<file path="config.mk">
export PLATFORM = sky130hd
export DESIGN_NAME = tcw_ctrl
export DESIGN_NICKNAME = d
export VERILOG_FILES = /design/src/design/tcw_pkg.sv /design/src/design/tcw_ctrl.sv
export SDC_FILE = /design/constraint.sdc
export NUM_CORES = 1
export LEC_CHECK = 0
export BUFFER_PORTS_ARGS = -buffer_cell sky130_fd_sc_hd__buf_2
export CAP_MARGIN = 20
export CORE_AREA = 5 5 42 44
export CTS_CLUSTER_SIZE = 16
export DETAILED_ROUTE_END_ITERATION = 10
export DIE_AREA = 0 0 47 49
export PLACE_DENSITY_LB_ADDON = 0.15
export SLEW_MARGIN = 20
export SYNTH_ARGS = -nofsm -noshare
export SYNTH_HDL_FRONTEND = slang
export SYNTH_SLANG_ARGS = --single-unit
</file>
<file path="constraint.sdc">
create_clock -name i_clk -period 3.4 [get_ports i_clk]
set_input_delay 0.68 -clock i_clk [delete_from_list [all_inputs] [get_ports i_clk]]
set_output_delay 0.68 -clock i_clk [all_outputs]
set_load 0.01 [all_outputs]
</file>
<file path="src/design/tcw_pkg.sv">
// Shared constants, types and codes of the text console writer.
package tcw_pkg;

    localparam int COLUMNS = 80;
    localparam int ROWS    = 25;
    localparam int CELLS   = ROWS * COLUMNS;
    localparam int ADDR_W  = $clog2(CELLS);

    localparam int ACTION_W = 2;
    localparam int CHAR_W   = 8;
    localparam int COLOR_W  = 8;
    localparam int COL_W    = 7;
    localparam int ROW_W    = 5;
    localparam int CELL_W   = COLOR_W + CHAR_W;

    // Last cell index that is a copy destination during a scroll.
    localparam int COPY_LAST = (ROWS - 1) * COLUMNS - 1;

    localparam logic [ACTION_W-1:0] ACT_PUT   = 2'd0;
    localparam logic [ACTION_W-1:0] ACT_CLEAR = 2'd1;
    localparam logic [ACTION_W-1:0] ACT_READ  = 2'd2;

    localparam logic [CHAR_W-1:0]  NEWLINE_CODE     = 8'h0A;
    localparam logic [CHAR_W-1:0]  BLANK_CODE       = 8'h20;
    localparam logic [COLOR_W-1:0] FILL_COLOR_RESET = 8'h07;
    localparam logic [CELL_W-1:0]  BLANK_RESET      = {FILL_COLOR_RESET, BLANK_CODE};

    localparam int APB_DATA_W = 32;
    localparam int PADDR_W    = 3;
    localparam logic [PADDR_W-3:0] REG_FILL_COLOR = 1'd0;

    typedef enum logic [3:0] {
        S_INIT,
        S_IDLE,
        S_EXEC,
        S_RWAIT,
        S_SCROLL,
        S_DRAIN,
        S_FILL,
        S_CLEAR,
        S_DONE
    } t_state;

    typedef enum logic [2:0] {
        MEM_NONE,
        MEM_PUT,
        MEM_INIT,
        MEM_FILL,
        MEM_COPY,
        MEM_READ
    } t_mem_op;

    typedef enum logic [1:0] {
        CUR_NONE,
        CUR_HOME,
        CUR_ADV,
        CUR_NEWLINE
    } t_cur_op;

    typedef struct packed {
        logic    load_item;
        logic    cnt_clear;
        logic    cnt_inc;
        t_mem_op mem_op;
        t_cur_op cur_op;
        logic    set_scrolled;
        logic    capture;
        logic    out_load;
    } t_dp_cmd;

    typedef struct packed {
        logic [ACTION_W-1:0] action;
        logic                is_newline;
        logic                col_last;
        logic                row_last;
        logic                cnt_copy_last;
        logic                cnt_last;
        logic                out_busy;
    } t_dp_sts;

endpackage

</file>
<file path="src/design/tcw_ctrl.sv">
// Controller state machine that sequences commands, sweeps and results.
module tcw_ctrl (
    input  logic             i_clk,
    input  logic             i_rst_n,
    input  logic             i_in_valid,
    output logic             o_in_ready,
    input  tcw_pkg::t_dp_sts i_sts,
    output tcw_pkg::t_dp_cmd o_cmd
);
    import tcw_pkg::*;

    t_state  r_state;
    t_state  n_state;
    t_dp_cmd cmd;

    always_ff @(posedge i_clk) begin
        if (!i_rst_n) begin
            r_state <= S_INIT;
        end else begin
            r_state <= n_state;
        end
    end

    always_comb begin
        n_state = r_state;
        cmd     = '0;
        cmd.mem_op = MEM_NONE;
        cmd.cur_op = CUR_NONE;
        case (r_state)
            S_INIT: begin
                cmd.mem_op  = MEM_INIT;
                cmd.cnt_inc = 1'b1;
                if (i_sts.cnt_last) begin
                    n_state = S_IDLE;
                end
            end
            S_IDLE: begin
                if (i_in_valid) begin
                    cmd.load_item = 1'b1;
                    n_state       = S_EXEC;
                end
            end
            S_EXEC: begin
                case (i_sts.action)
                    ACT_PUT: begin
                        n_state = S_DONE;
                        if (!i_sts.is_newline) begin
                            cmd.mem_op = MEM_PUT;
                        end
                        if (i_sts.is_newline || i_sts.col_last) begin
                            cmd.cur_op = CUR_NEWLINE;
                            if (i_sts.row_last) begin
                                cmd.set_scrolled = 1'b1;
                                cmd.cnt_clear    = 1'b1;
                                n_state          = S_SCROLL;
                            end
                        end else begin
                            cmd.cur_op = CUR_ADV;
                        end
                    end
                    ACT_CLEAR: begin
                        cmd.cur_op    = CUR_HOME;
                        cmd.cnt_clear = 1'b1;
                        n_state       = S_CLEAR;
                    end
                    ACT_READ: begin
                        cmd.mem_op = MEM_READ;
                        n_state    = S_RWAIT;
                    end
                    default: begin
                        n_state = S_DONE;
                    end
                endcase
            end
            S_RWAIT: begin
                cmd.capture = 1'b1;
                n_state     = S_DONE;
            end
            S_SCROLL: begin
                cmd.mem_op  = MEM_COPY;
                cmd.cnt_inc = 1'b1;
                if (i_sts.cnt_copy_last) begin
                    n_state = S_DRAIN;
                end
            end
            S_DRAIN: begin
                n_state = S_FILL;
            end
            S_FILL, S_CLEAR: begin
                cmd.mem_op  = MEM_FILL;
                cmd.cnt_inc = 1'b1;
                if (i_sts.cnt_last) begin
                    n_state = S_DONE;
                end
            end
            S_DONE: begin
                if (!i_sts.out_busy) begin
                    cmd.out_load = 1'b1;
                    n_state      = S_IDLE;
                end
            end
            default: begin
                n_state = S_INIT;
            end
        endcase
    end

    assign o_cmd      = cmd;
    assign o_in_ready = (r_state == S_IDLE);

    a_load_goes_exec: assert property (@(posedge i_clk) disable iff (!i_rst_n)
        cmd.load_item |=> r_state == S_EXEC)
        else $error("accepted command did not enter execution");

    a_load_not_busy: assert property (@(posedge i_clk) disable iff (!i_rst_n)
        cmd.out_load |-> !i_sts.out_busy)
        else $error("result loaded over an untaken result");

    a_scroll_last_row: assert property (@(posedge i_clk) disable iff (!i_rst_n)
        (r_state == S_EXEC && n_state == S_SCROLL) |-> i_sts.row_last)
        else $error("scroll started away from the last row");
endmodule

</file>
# == Word level (Yosys, flattened, before mapping) ==
# Cells that the tools add are included.
# totals
ff_bits,4
word_cells,48
# op_classes
n_eq_ne,15
n_mux,26
n_reduce_logical,6
# ops
op,n
case mux 4 bit (8 select lines),1
two-way mux 4 bit,7
equality test 4 x 3 -> 1 bit (second input constant),4
two-way mux 1 bit,12
case mux 3 bit (4 select lines),1
case mux 4 bit (3 select lines),1
!= test 2 bit (second input constant),5
equality test 4 x 2 -> 1 bit (second input constant),2
case mux 3 bit (2 select lines),1
AND reduction 5 bit,1
equality test 4 x 1 -> 1 bit (second input constant),1
equality test 4 bit (second input constant),1
zero test 4 bit,1
case mux 2 bit (2 select lines),1
OR reduction 4 bit,1
two-way mux 3 bit,1
equality test 2 x 1 -> 1 bit (second input constant),1
equality test 2 bit (second input constant),1
zero test 2 bit,1
case mux 1 bit (2 select lines),1
OR reduction 2 bit,1
logical OR 1 bit,1

# == Longest topological paths before layout ==
# Gate-level depths: netlist (run 1).
# depth
depth_word,4
depth_mapped,6
ltp_nobuf,6

# == Worst setup path before layout (run 1) ==
# Ideal clock, no wire load.
# synth_timing
path_kind,input to output
from,input i_sts[6] (netlist bit)
to,output o_cmd[5] (netlist bit)
path_buffers,0
cell_stages,5
required_ns,2.720
path_slack_ns,1.385
arrival_time_ns,1.335
path_cell_list,inv_1 ha_1 a21oi_1 nor2_1 o21a_1
# synth_lines
element,line_no,rtl
"start, declared",tcw_ctrl.sv:7,"input tcw_pkg::t_dp_sts i_sts,"
"end, declared",tcw_ctrl.sv:8,output tcw_pkg::t_dp_cmd o_cmd

==> impl_metrics.py, run 1 <==
metrics = {
    "setup_path": {
        "cp_data_arrival_time_ns": 1.64,
        "reg2regPathDepth": 3,
        "cp_cell_sequence": "nor4b_2, and2_1, buf_2",
        "reg2reg_from": "r_state[2]",
        "critPathSlowestCell": "dfxtp_1",
        "criticalPathCategory": "register to primary output",
        "cp-start-kind": "register",
        "cp_slowest_stage_delay_ns": 0.63,
        "crit_required_ns": 2.72,
        "crit_fanout": 13,
        "cp-end-kind": "primary output",
        "critPathLaunch": "r_state[1]",
    },
    "die": {
        "core_mm2": 0.00140,
        "die_h_um": 49,
        "die_area_mm2": 0.00230,
        "start_util_pct": 39.6,
        "io_pins": 23,
        "rows": 14,
        "die-width_um": 47,
    },
    "worst_hold_path": {
        "hold_depth": 2,
        "min_from": "r_state[1]",
        "hp-class": "register to register",
    },
    "clock_tree": {
        "htreeDepth": 1,
        "cts_buffer_depth": 2,
        "clock-root-buffer": "clkbuf_4",
        "clk_latency_ns": 0.23,
        "cts_tree": "built",
        "cts_made_buffers": 3,
        "hold_buffers": 0,
        "clock_sinks": 4,
        "cts_resized": 0,
        "cts_setup_buffers": 0,
        "path_clk_slew_ns": 0.03,
    },
    "global_route": {
        "grt_use_total_pct": 12.3,
        "antenna_found_initial": 0,
        "grt_pass1_vias": 527,
        "grt_max_degree": 15,
        "grt_pass1_wl_mm": 2.16,
        "grt_overflow": 0,
    },
    "power": {
        "power.leakage_nw": 0.336,
        "power_per_cell_area_mw_per_mm2": 568,
        "fin_total_pwr_mw": 0.383,
        "irDropWorstVdd_mv": 0.262,
    },
    "sta": {
        "rsz0062_at_grt": "false",
        "hold_violations": 0,
        "slew_viol_final": 0,
        "finalSetupTns_ns": 0,
        "period_needed_ns": 2.32,
        "slew-limit-headroom_pct": 61.0,
        "fin_hold_ws_ns": 0.699,
        "final-setup-viol-count": 0,
        "clock.fmax_ghz": 0.431,
        "clock_skew_ns": 0.000929,
        "worst_pin_slew_ns": 0.584,
        "min_period_over_period_pct": 68.2,
    },
    "routing": {
        "wl_per_cell_um": 13.1,
        "drc": 0,
        "vias_per_cell": 5.28,
        "num_vias": 539,
        "drt_wl_total_mm": 1.34,
        "drt_iter0_markers": 7,
        "firstDrtPassIters": 2,
        "final_antenna_net_count": 0,
    },
    "run_status": {
        "status": "finished, final reports clean",
    },
    "synthesis": {
        "synth-seq-cells": 4,
        "yosysWarnings": 0,
        "synth_area_per_cell_um2": 8.55,
        "syn_nets": 80,
        "synthCells": 65,
        "yosysSeqAreaShare_pct": 14.4,
        "synth_cell_types": 31,
        "netlist_area_um2": 556,
    },
    "place": {
        "place_area_um2": 652,
        "portBuffers": 22,
        "place_congestion": 0.728,
        "dp_hpwl_mm": 1.02,
    },
    "finish": {
        "fin_area_um2": 674,
        "diodes": 0,
        "largest_register_ffs": 4,
        "reg.largest.list": "r_state (4)",
        "regMostFlops": "r_state",
        "drive_gt1_share_pct": 40.7,
        "area_growth_pct": 21.4,
        "nNetsFinal": 103,
    },
    "job": {
        "drv_cap": 0,
    },
}
==> cell type report <==
cell class / instances / area [µm²]
Fill cell: 160 / 727
Inverter: 4 / 15.0
Sequential cell: 4 / 80.1
Tap cell: 16 / 20.0
Clock buffer: 3 / 22.5
Timing Repair Buffer: 22 / 110
Multi-Input combinational cell: 53 / 427
==> cell families after synthesis <==
family | synth area share [%]
adder cells (fa/ha/maj) | 9.01
buffers and inverters | 8.78
flip-flops | 14.4
AND/OR/NAND/NOR | 36.7
multiplexers | 1.80
AO/OA/AOI/OAI | 29.3
==> layout by cell type, fill, tap and decap left out, types with 2 or more instances in the layout <==
| cell type | count |
|---|---|
| nor2_1 | 5 |
| and2_1 | 4 |
| nand3_1 | 2 |
| ha_1 | 4 |
| a21oi_1 | 3 |
| nand2_1 | 2 |
| nor4b_2 | 2 |
| o21ai_0 | 2 |
| nor3b_2 | 2 |
| inv_1 | 4 |
| nor2b_1 | 5 |
| a32o_1 | 2 |
| o21a_1 | 5 |
| nor3_1 | 2 |
| dfxtp_1 | 4 |
| buf_2 | 22 |
| clkbuf_4 | 3 |
==> power breakdown <==
group          internal [mW]  switching (mW)
registers             0.0592          0.0497
logic                  0.111           0.108
clock network         0.0393          0.0164
total                  0.209           0.174
==> critical path: cells and delay by family (launching register included) <==
family,cells,cell delay (ns)
DFF,1,0.63
buffers and inverters,1,0.13
and+or+nand+nor,2,0.65
==> Yosys cell counts <==
cell       n  area (µm²)
inv_1      4        15.0
ha_1       4        50.1
and2_1     4        25.0
nor4_4     1        21.3
o211a_1    1        10.0
and3_1     1        6.26
nor3b_2    2        25.0
o21ai_2    1        8.76
buf_4      1        7.51
a21oi_1    3        15.0
and3b_1    1        8.76
a32o_2     1        11.3
mux2i_1    1        10.0
o21a_1     5        37.5
a31oi_1    1        6.26
o311a_1    1        10.0
nor2b_1    5        31.3
nand2_1    2        7.51
clkbuf_1   1        3.75
a31o_2     1        8.76
buf_6      2        22.5
a32o_1     2        20.0
o21ai_0    2        10.0
nor3_2     1        10.0
nor4b_2    2        30.0
o311ai_2   1        16.3
nand3_1    2        10.0
o2bb2ai_1  1        8.76
dfxtp_1    4        80.1
nor3_1     2        10.0
nor2_1     5        18.8
==> worst paths after layout <==
path	slack, ns	to
worst max-delay path	1.08	o_cmd[2]
worst min-delay path	0.70	r_state[1]
worst max register to register	1.76	r_state[3]
worst min register to register	0.70	r_state[1]
==> metrics by stage <==
step | utilization [%] | instances | worst slack [ns]
3_3_place_gp | 46.5 | 99 | 1.11
2_1_floorplan | - | 65 | 1.38
4_1_cts | 48.1 | 102 | 1.05
6_report | 48.1 | 102 | 1.08
5_1_grt | 48.1 | 102 | 0.936
3_5_place_dp | 46.5 | 99 | 1.08
==> routing by layer <==
layer	part of all wire [%]	vias up	track usage [%]	wire (µm)
met5	0	-	0	0
met4	0	0	5.53	0
met3	7.0	0	1.48	94
met2	49	20	20.1	657
met1	44	238	15.3	584
li1	-	281	-	-
Note: power is estimated with default switching activity, not from simulation.
==> inputs of run 2 (changes only) <==
clock period = 2.3 ns   (was 3.4 ns; I/O delays follow)
==> run 2 against run 1 <==
  * Worst hold slack worse by 0.17 ns
  * Cell area up 1.1%
  * Clock-buffer cell count unchanged
  * Core utilization up 0.54 points
  * First-iteration DRC count down 29%
  * Combinational power up 52%
  * Clock skew up 0.0038 ns
  * Cell count up 0.98%
  * Flip-flop and latch count unchanged
  * Register-to-register slack worse by 1.1 ns
  * Setup slack worse by 0.89 ns
  * Global-route usage up 0.22 points
  * Largest power group unchanged
  * Highest routed layer unchanged
==> impl_metrics.py, run 2 (synthesis gave the netlist of run 1 again) <==
metrics = {
    "power": {
        "irDropWorstVdd_mv": 0.317,
        "fin_total_pwr_mw": 0.572,
        "power.leakage_nw": 0.341,
        "power_per_cell_area_mw_per_mm2": 839,
    },
    "job": {
        "drv_cap": 0,
    },
    "routing": {
        "drt_wl_total_mm": 1.30,
        "drc": 0,
        "drt_iter0_markers": 5,
        "final_antenna_net_count": 0,
        "firstDrtPassIters": 2,
        "num_vias": 555,
        "vias_per_cell": 5.39,
        "wl_per_cell_um": 12.6,
    },
    "sta": {
        "period_needed_ns": 2.11,
        "clock.fmax_ghz": 0.474,
        "rsz0062_at_grt": "false",
        "hold_violations": 0,
        "final-setup-viol-count": 0,
        "clock_skew_ns": 0.00471,
        "slew_viol_final": 0,
        "worst_pin_slew_ns": 0.574,
        "min_period_over_period_pct": 91.6,
        "finalSetupTns_ns": 0,
        "slew-limit-headroom_pct": 61.7,
    },
    "place": {
        "post-place-cells": 100,
        "place_congestion": 0.720,
        "place_area_um2": 659,
        "dp_hpwl_um": 995,
        "portBuffers": 22,
    },
    "setup_path": {
        "cp-start-kind": "register",
        "cp_data_arrival_time_ns": 1.65,
        "crit_required_ns": 1.84,
        "crit_fanout": 13,
        "criticalPathCategory": "register to primary output",
        "cp-end-kind": "primary output",
    },
    "global_route": {
        "grt_max_degree": 15,
        "grt_use_total_pct": 12.5,
        "grt_pass1_vias": 519,
        "antenna_found_initial": 0,
        "grt_pass1_wl_mm": 2.15,
        "grt_overflow": 0,
    },
    "finish": {
        "drive_gt1_share_pct": 41.4,
        "area_growth_pct": 22.7,
        "diodes": 0,
        "reg.largest.list": "r_state (4)",
        "fin_area_um2": 682,
        "largest_register_ffs": 4,
        "nNetsFinal": 104,
        "final_cell_mix": "buf_2, nor2b_1, o21a_1, nor2_1",
        "final_cells": 103,
        "mostFrequentLayoutCell": "buf_2",
        "fillers": 151,
        "regMostFlops": "r_state",
    },
    "clock_tree": {
        "clock_sinks": 4,
        "clk_latency_ns": 0.23,
        "hold_buffers": 0,
        "htreeDepth": 1,
        "cts_buffer_depth": 2,
        "cts_resized": 0,
        "cts_tree": "built",
        "path_clk_slew_ns": 0.04,
        "cts_setup_buffers": 0,
        "cts_made_buffers": 3,
        "clock-root-buffer": "clkbuf_4",
    },
    "die": {
        "die_h_um": 49,
        "rows": 14,
        "core_mm2": 0.00140,
        "die_area_mm2": 0.00230,
        "die-width_um": 47,
        "start_util_pct": 39.6,
        "io_pins": 23,
    },
    "run_status": {
        "status": "finished, final reports clean",
    },
    "worst_hold_path": {
        "hp-class": "primary input to register",
    },
}
==> run 2: cell types whose count changed in the layout (fill, tap and decap cells not counted), sizes merged <==
| cell | change |
|---|---|
| buf | +1 |
==> run 2: critical path, stage by stage, from the launching register on <==
cell	delay, ns
dfxtp_1	0.64
nor4b_2	0.45
and2_1	0.20
buf_2	0.13
==> run 2: area by class of cell <==
cell class	count	area [µm²]	area share, %
clock buffer	3	22.5	3.30
inverter	4	15.0	2.20
multi-input combinational	53	427	62.6
sequential	4	80.1	11.7
tap	16	20.0	2.94
timing repair buffer	23	118	17.2
==> run 2: metal layers <==
| metal | vias to the layer above | part of all wire [%] | wire, µm | global-route usage, % |
|---|---|---|---|---|
| li1 | 287 | - | - | - |
| met5 | - | 0 | 0 | 0 |
| met4 | 0 | 0 | 0 | 5.53 |
| met2 | 16 | 49 | 643 | 20.8 |
| met1 | 252 | 44 | 568 | 15.6 |
| met3 | 0 | 6.9 | 90 | 1.11 |
==> run 2: per-stage QoR <==
stage | worst slack (ns) | utilization, % | hold slack, ns
2_1_floorplan | 0.674 | - | 0.586
3_3_place_gp | 0.410 | 47.1 | 0.683
3_5_place_dp | 0.421 | 47.1 | 0.704
4_1_cts | 0.185 | 48.7 | 0.529
5_1_grt | 0.0957 | 48.7 | 0.556
6_report | 0.192 | 48.7 | 0.526
==> run 2: final timing paths <==
path,start,to,slack [ns],depth (start not counted)
setup reg to reg,r_state[2],r_state[3],0.68,3
hold reg to reg,r_state[1],r_state[1],0.70,2
setup / recovery,r_state[1],o_cmd[2],0.19,3
hold / removal,i_rst_n,r_state[3],0.53,2
==> run 2: report_power, final <==
part / internal [mW] / total (mW) / switching [mW]
combinational: 0.167 / 0.333 / 0.166
sequential: 0.0875 / 0.156 / 0.0685
clock: 0.0581 / 0.0830 / 0.0249
total: 0.312 / 0.572 / 0.260
==> inputs of run 3 (changes only) <==
CORE_AREA = 2 2 39 41   (was 5 5 42 44)
DIE_AREA = 0 0 41 43   (was 0 0 47 49)
HOLD_SLACK_MARGIN = 0.12   (was default)
==> run 3 against run 2 <==
  * Worst hold slack better by 0.0010 ns
  * Non-clock buffer count decreased by 1
  * Sequential share of layout area up 0.13 points
  * Fmax is 0.82% lower
  * Critical path type unchanged
==> impl_metrics.py, run 3 (synthesis gave the netlist of run 1 again) <==
metrics = {
    "run_status": {
        "status": "finished, final reports clean",
    },
    "sta": {
        "rsz0062_at_grt": "false",
        "final-setup-viol-count": 0,
        "slew-limit-headroom_pct": 62.1,
        "worst_pin_slew_ns": 0.567,
        "period_needed_ns": 2.13,
        "hold_violations": 0,
        "finalSetupTns_ns": 0,
        "clock.fmax_ghz": 0.471,
        "min_period_over_period_pct": 92.4,
        "slew_viol_final": 0,
        "clock_skew_ns": 0.00488,
    },
    "clock_tree": {
        "clock-root-buffer": "clkbuf_4",
        "cts_made_buffers": 3,
        "cts_resized": 0,
        "htreeDepth": 1,
        "cts_buffer_depth": 2,
        "cts_tree": "built",
        "clock_sinks": 4,
        "cts_setup_buffers": 0,
        "hold_buffers": 0,
        "clk_latency_ns": 0.24,
        "path_clk_slew_ns": 0.04,
    },
    "die": {
        "die_h_um": 43,
        "rows": 14,
        "die_area_mm2": 0.00176,
        "die-width_um": 41,
        "io_pins": 23,
        "core_mm2": 0.00138,
        "start_util_pct": 40.1,
    },
    "global_route": {
        "grt_max_degree": 15,
        "grt_pass1_vias": 467,
        "grt_overflow": 0,
        "antenna_found_initial": 0,
        "grt_pass1_wl_mm": 1.88,
        "grt_use_total_pct": 15.6,
    },
    "routing": {
        "firstDrtPassIters": 4,
        "drc": 0,
        "num_vias": 549,
        "wl_per_cell_um": 12.1,
        "vias_per_cell": 5.38,
        "drt_wl_total_mm": 1.23,
        "final_antenna_net_count": 0,
        "drt_iter0_markers": 1,
    },
    "finish": {
        "regMostFlops": "r_state",
        "fillers": 149,
        "area_growth_pct": 21.4,
        "final_cell_mix": "buf_2, nor2b_1, o21a_1, nor2_1",
        "seq_area_um2": 80.1,
        "drive_gt1_share_pct": 40.7,
        "largest_register_ffs": 4,
        "diodes": 0,
        "reg.largest.list": "r_state (4)",
        "mostFrequentLayoutCell": "buf_2",
        "nNetsFinal": 103,
        "multi_input_area_um2": 427,
    },
    "worst_hold_path": {
        "hp-class": "primary input to register",
    },
    "place": {
        "place_congestion": 0.706,
        "portBuffers": 22,
        "dp_hpwl_um": 918,
    },
    "power": {
        "irDropWorstVdd_mv": 0.328,
        "power.leakage_nw": 0.336,
        "fin_total_pwr_mw": 0.570,
        "power_per_cell_area_mw_per_mm2": 846,
    },
    "setup_path": {
        "cp-start-kind": "register",
        "crit_required_ns": 1.84,
        "criticalPathCategory": "register to primary output",
        "cp-end-kind": "primary output",
        "cp_data_arrival_time_ns": 1.67,
        "crit_fanout": 13,
    },
    "job": {
        "drv_cap": 0,
    },
}
-- run 3: changes by cell type in the layout (fill, tap and decap cells not counted) --
cell	before	now
buf_4	1	0
-- run 3: worst paths after layout --
path / startpoint / end / slack, ns / cells after the start
setup reg to reg: r_state[2] / r_state[3] / 0.67 / 3
setup / recovery: r_state[1] / o_cmd[2] / 0.17 / 3
hold reg to reg: r_state[1] / r_state[1] / 0.69 / 2
hold / removal: i_rst_n / r_state[1] / 0.53 / 3
-- run 3: through the flow --
stage / cell area (µm²) / instances / utilization, % / setup WS, ns / hold WS [ns]
6_report: 674 / 102 / 48.7 / 0.175 / 0.527
5_1_grt: 674 / 102 / 48.7 / 0.0569 / 0.531
4_1_cts: 674 / 102 / 48.7 / 0.174 / 0.523
3_5_place_dp: 652 / 99 / 47.1 / 0.412 / 0.679
3_3_place_gp: 652 / 99 / 47.1 / 0.430 / 0.684
2_1_floorplan: 556 / 65 / - / 0.674 / 0.586
-- run 3: layout make-up --
class | instances | area share (%)
Sequential cell | 4 | 11.9
Inverter | 4 | 2.23
Clock buffer | 3 | 3.34
Multi-Input combinational cell | 53 | 63.3
Tap cell | 16 | 2.97
Timing Repair Buffer | 22 | 16.3
-- run 3: worst max-delay path, stage by stage (launching register included) --
cell     delay (ns)
dfxtp_1        0.64
nor4b_2        0.44
and2_1         0.21
buf_2          0.13
-- run 3: power breakdown --
group          switching (mW)  leakage [nW]  internal (mW)  total [mW]
logic                   0.155         0.289          0.164       0.319
registers              0.0758        0.0326         0.0875       0.163
clock network          0.0294        0.0138         0.0584      0.0878
-- run 3: routing by layer --
layer,GRT usage (%),vias up,wire [µm]
met3,3.14,2,73
met1,18.9,246,541
met5,0,-,0
met2,25.6,18,597
li1,-,283,-
met4,6.00,0,19
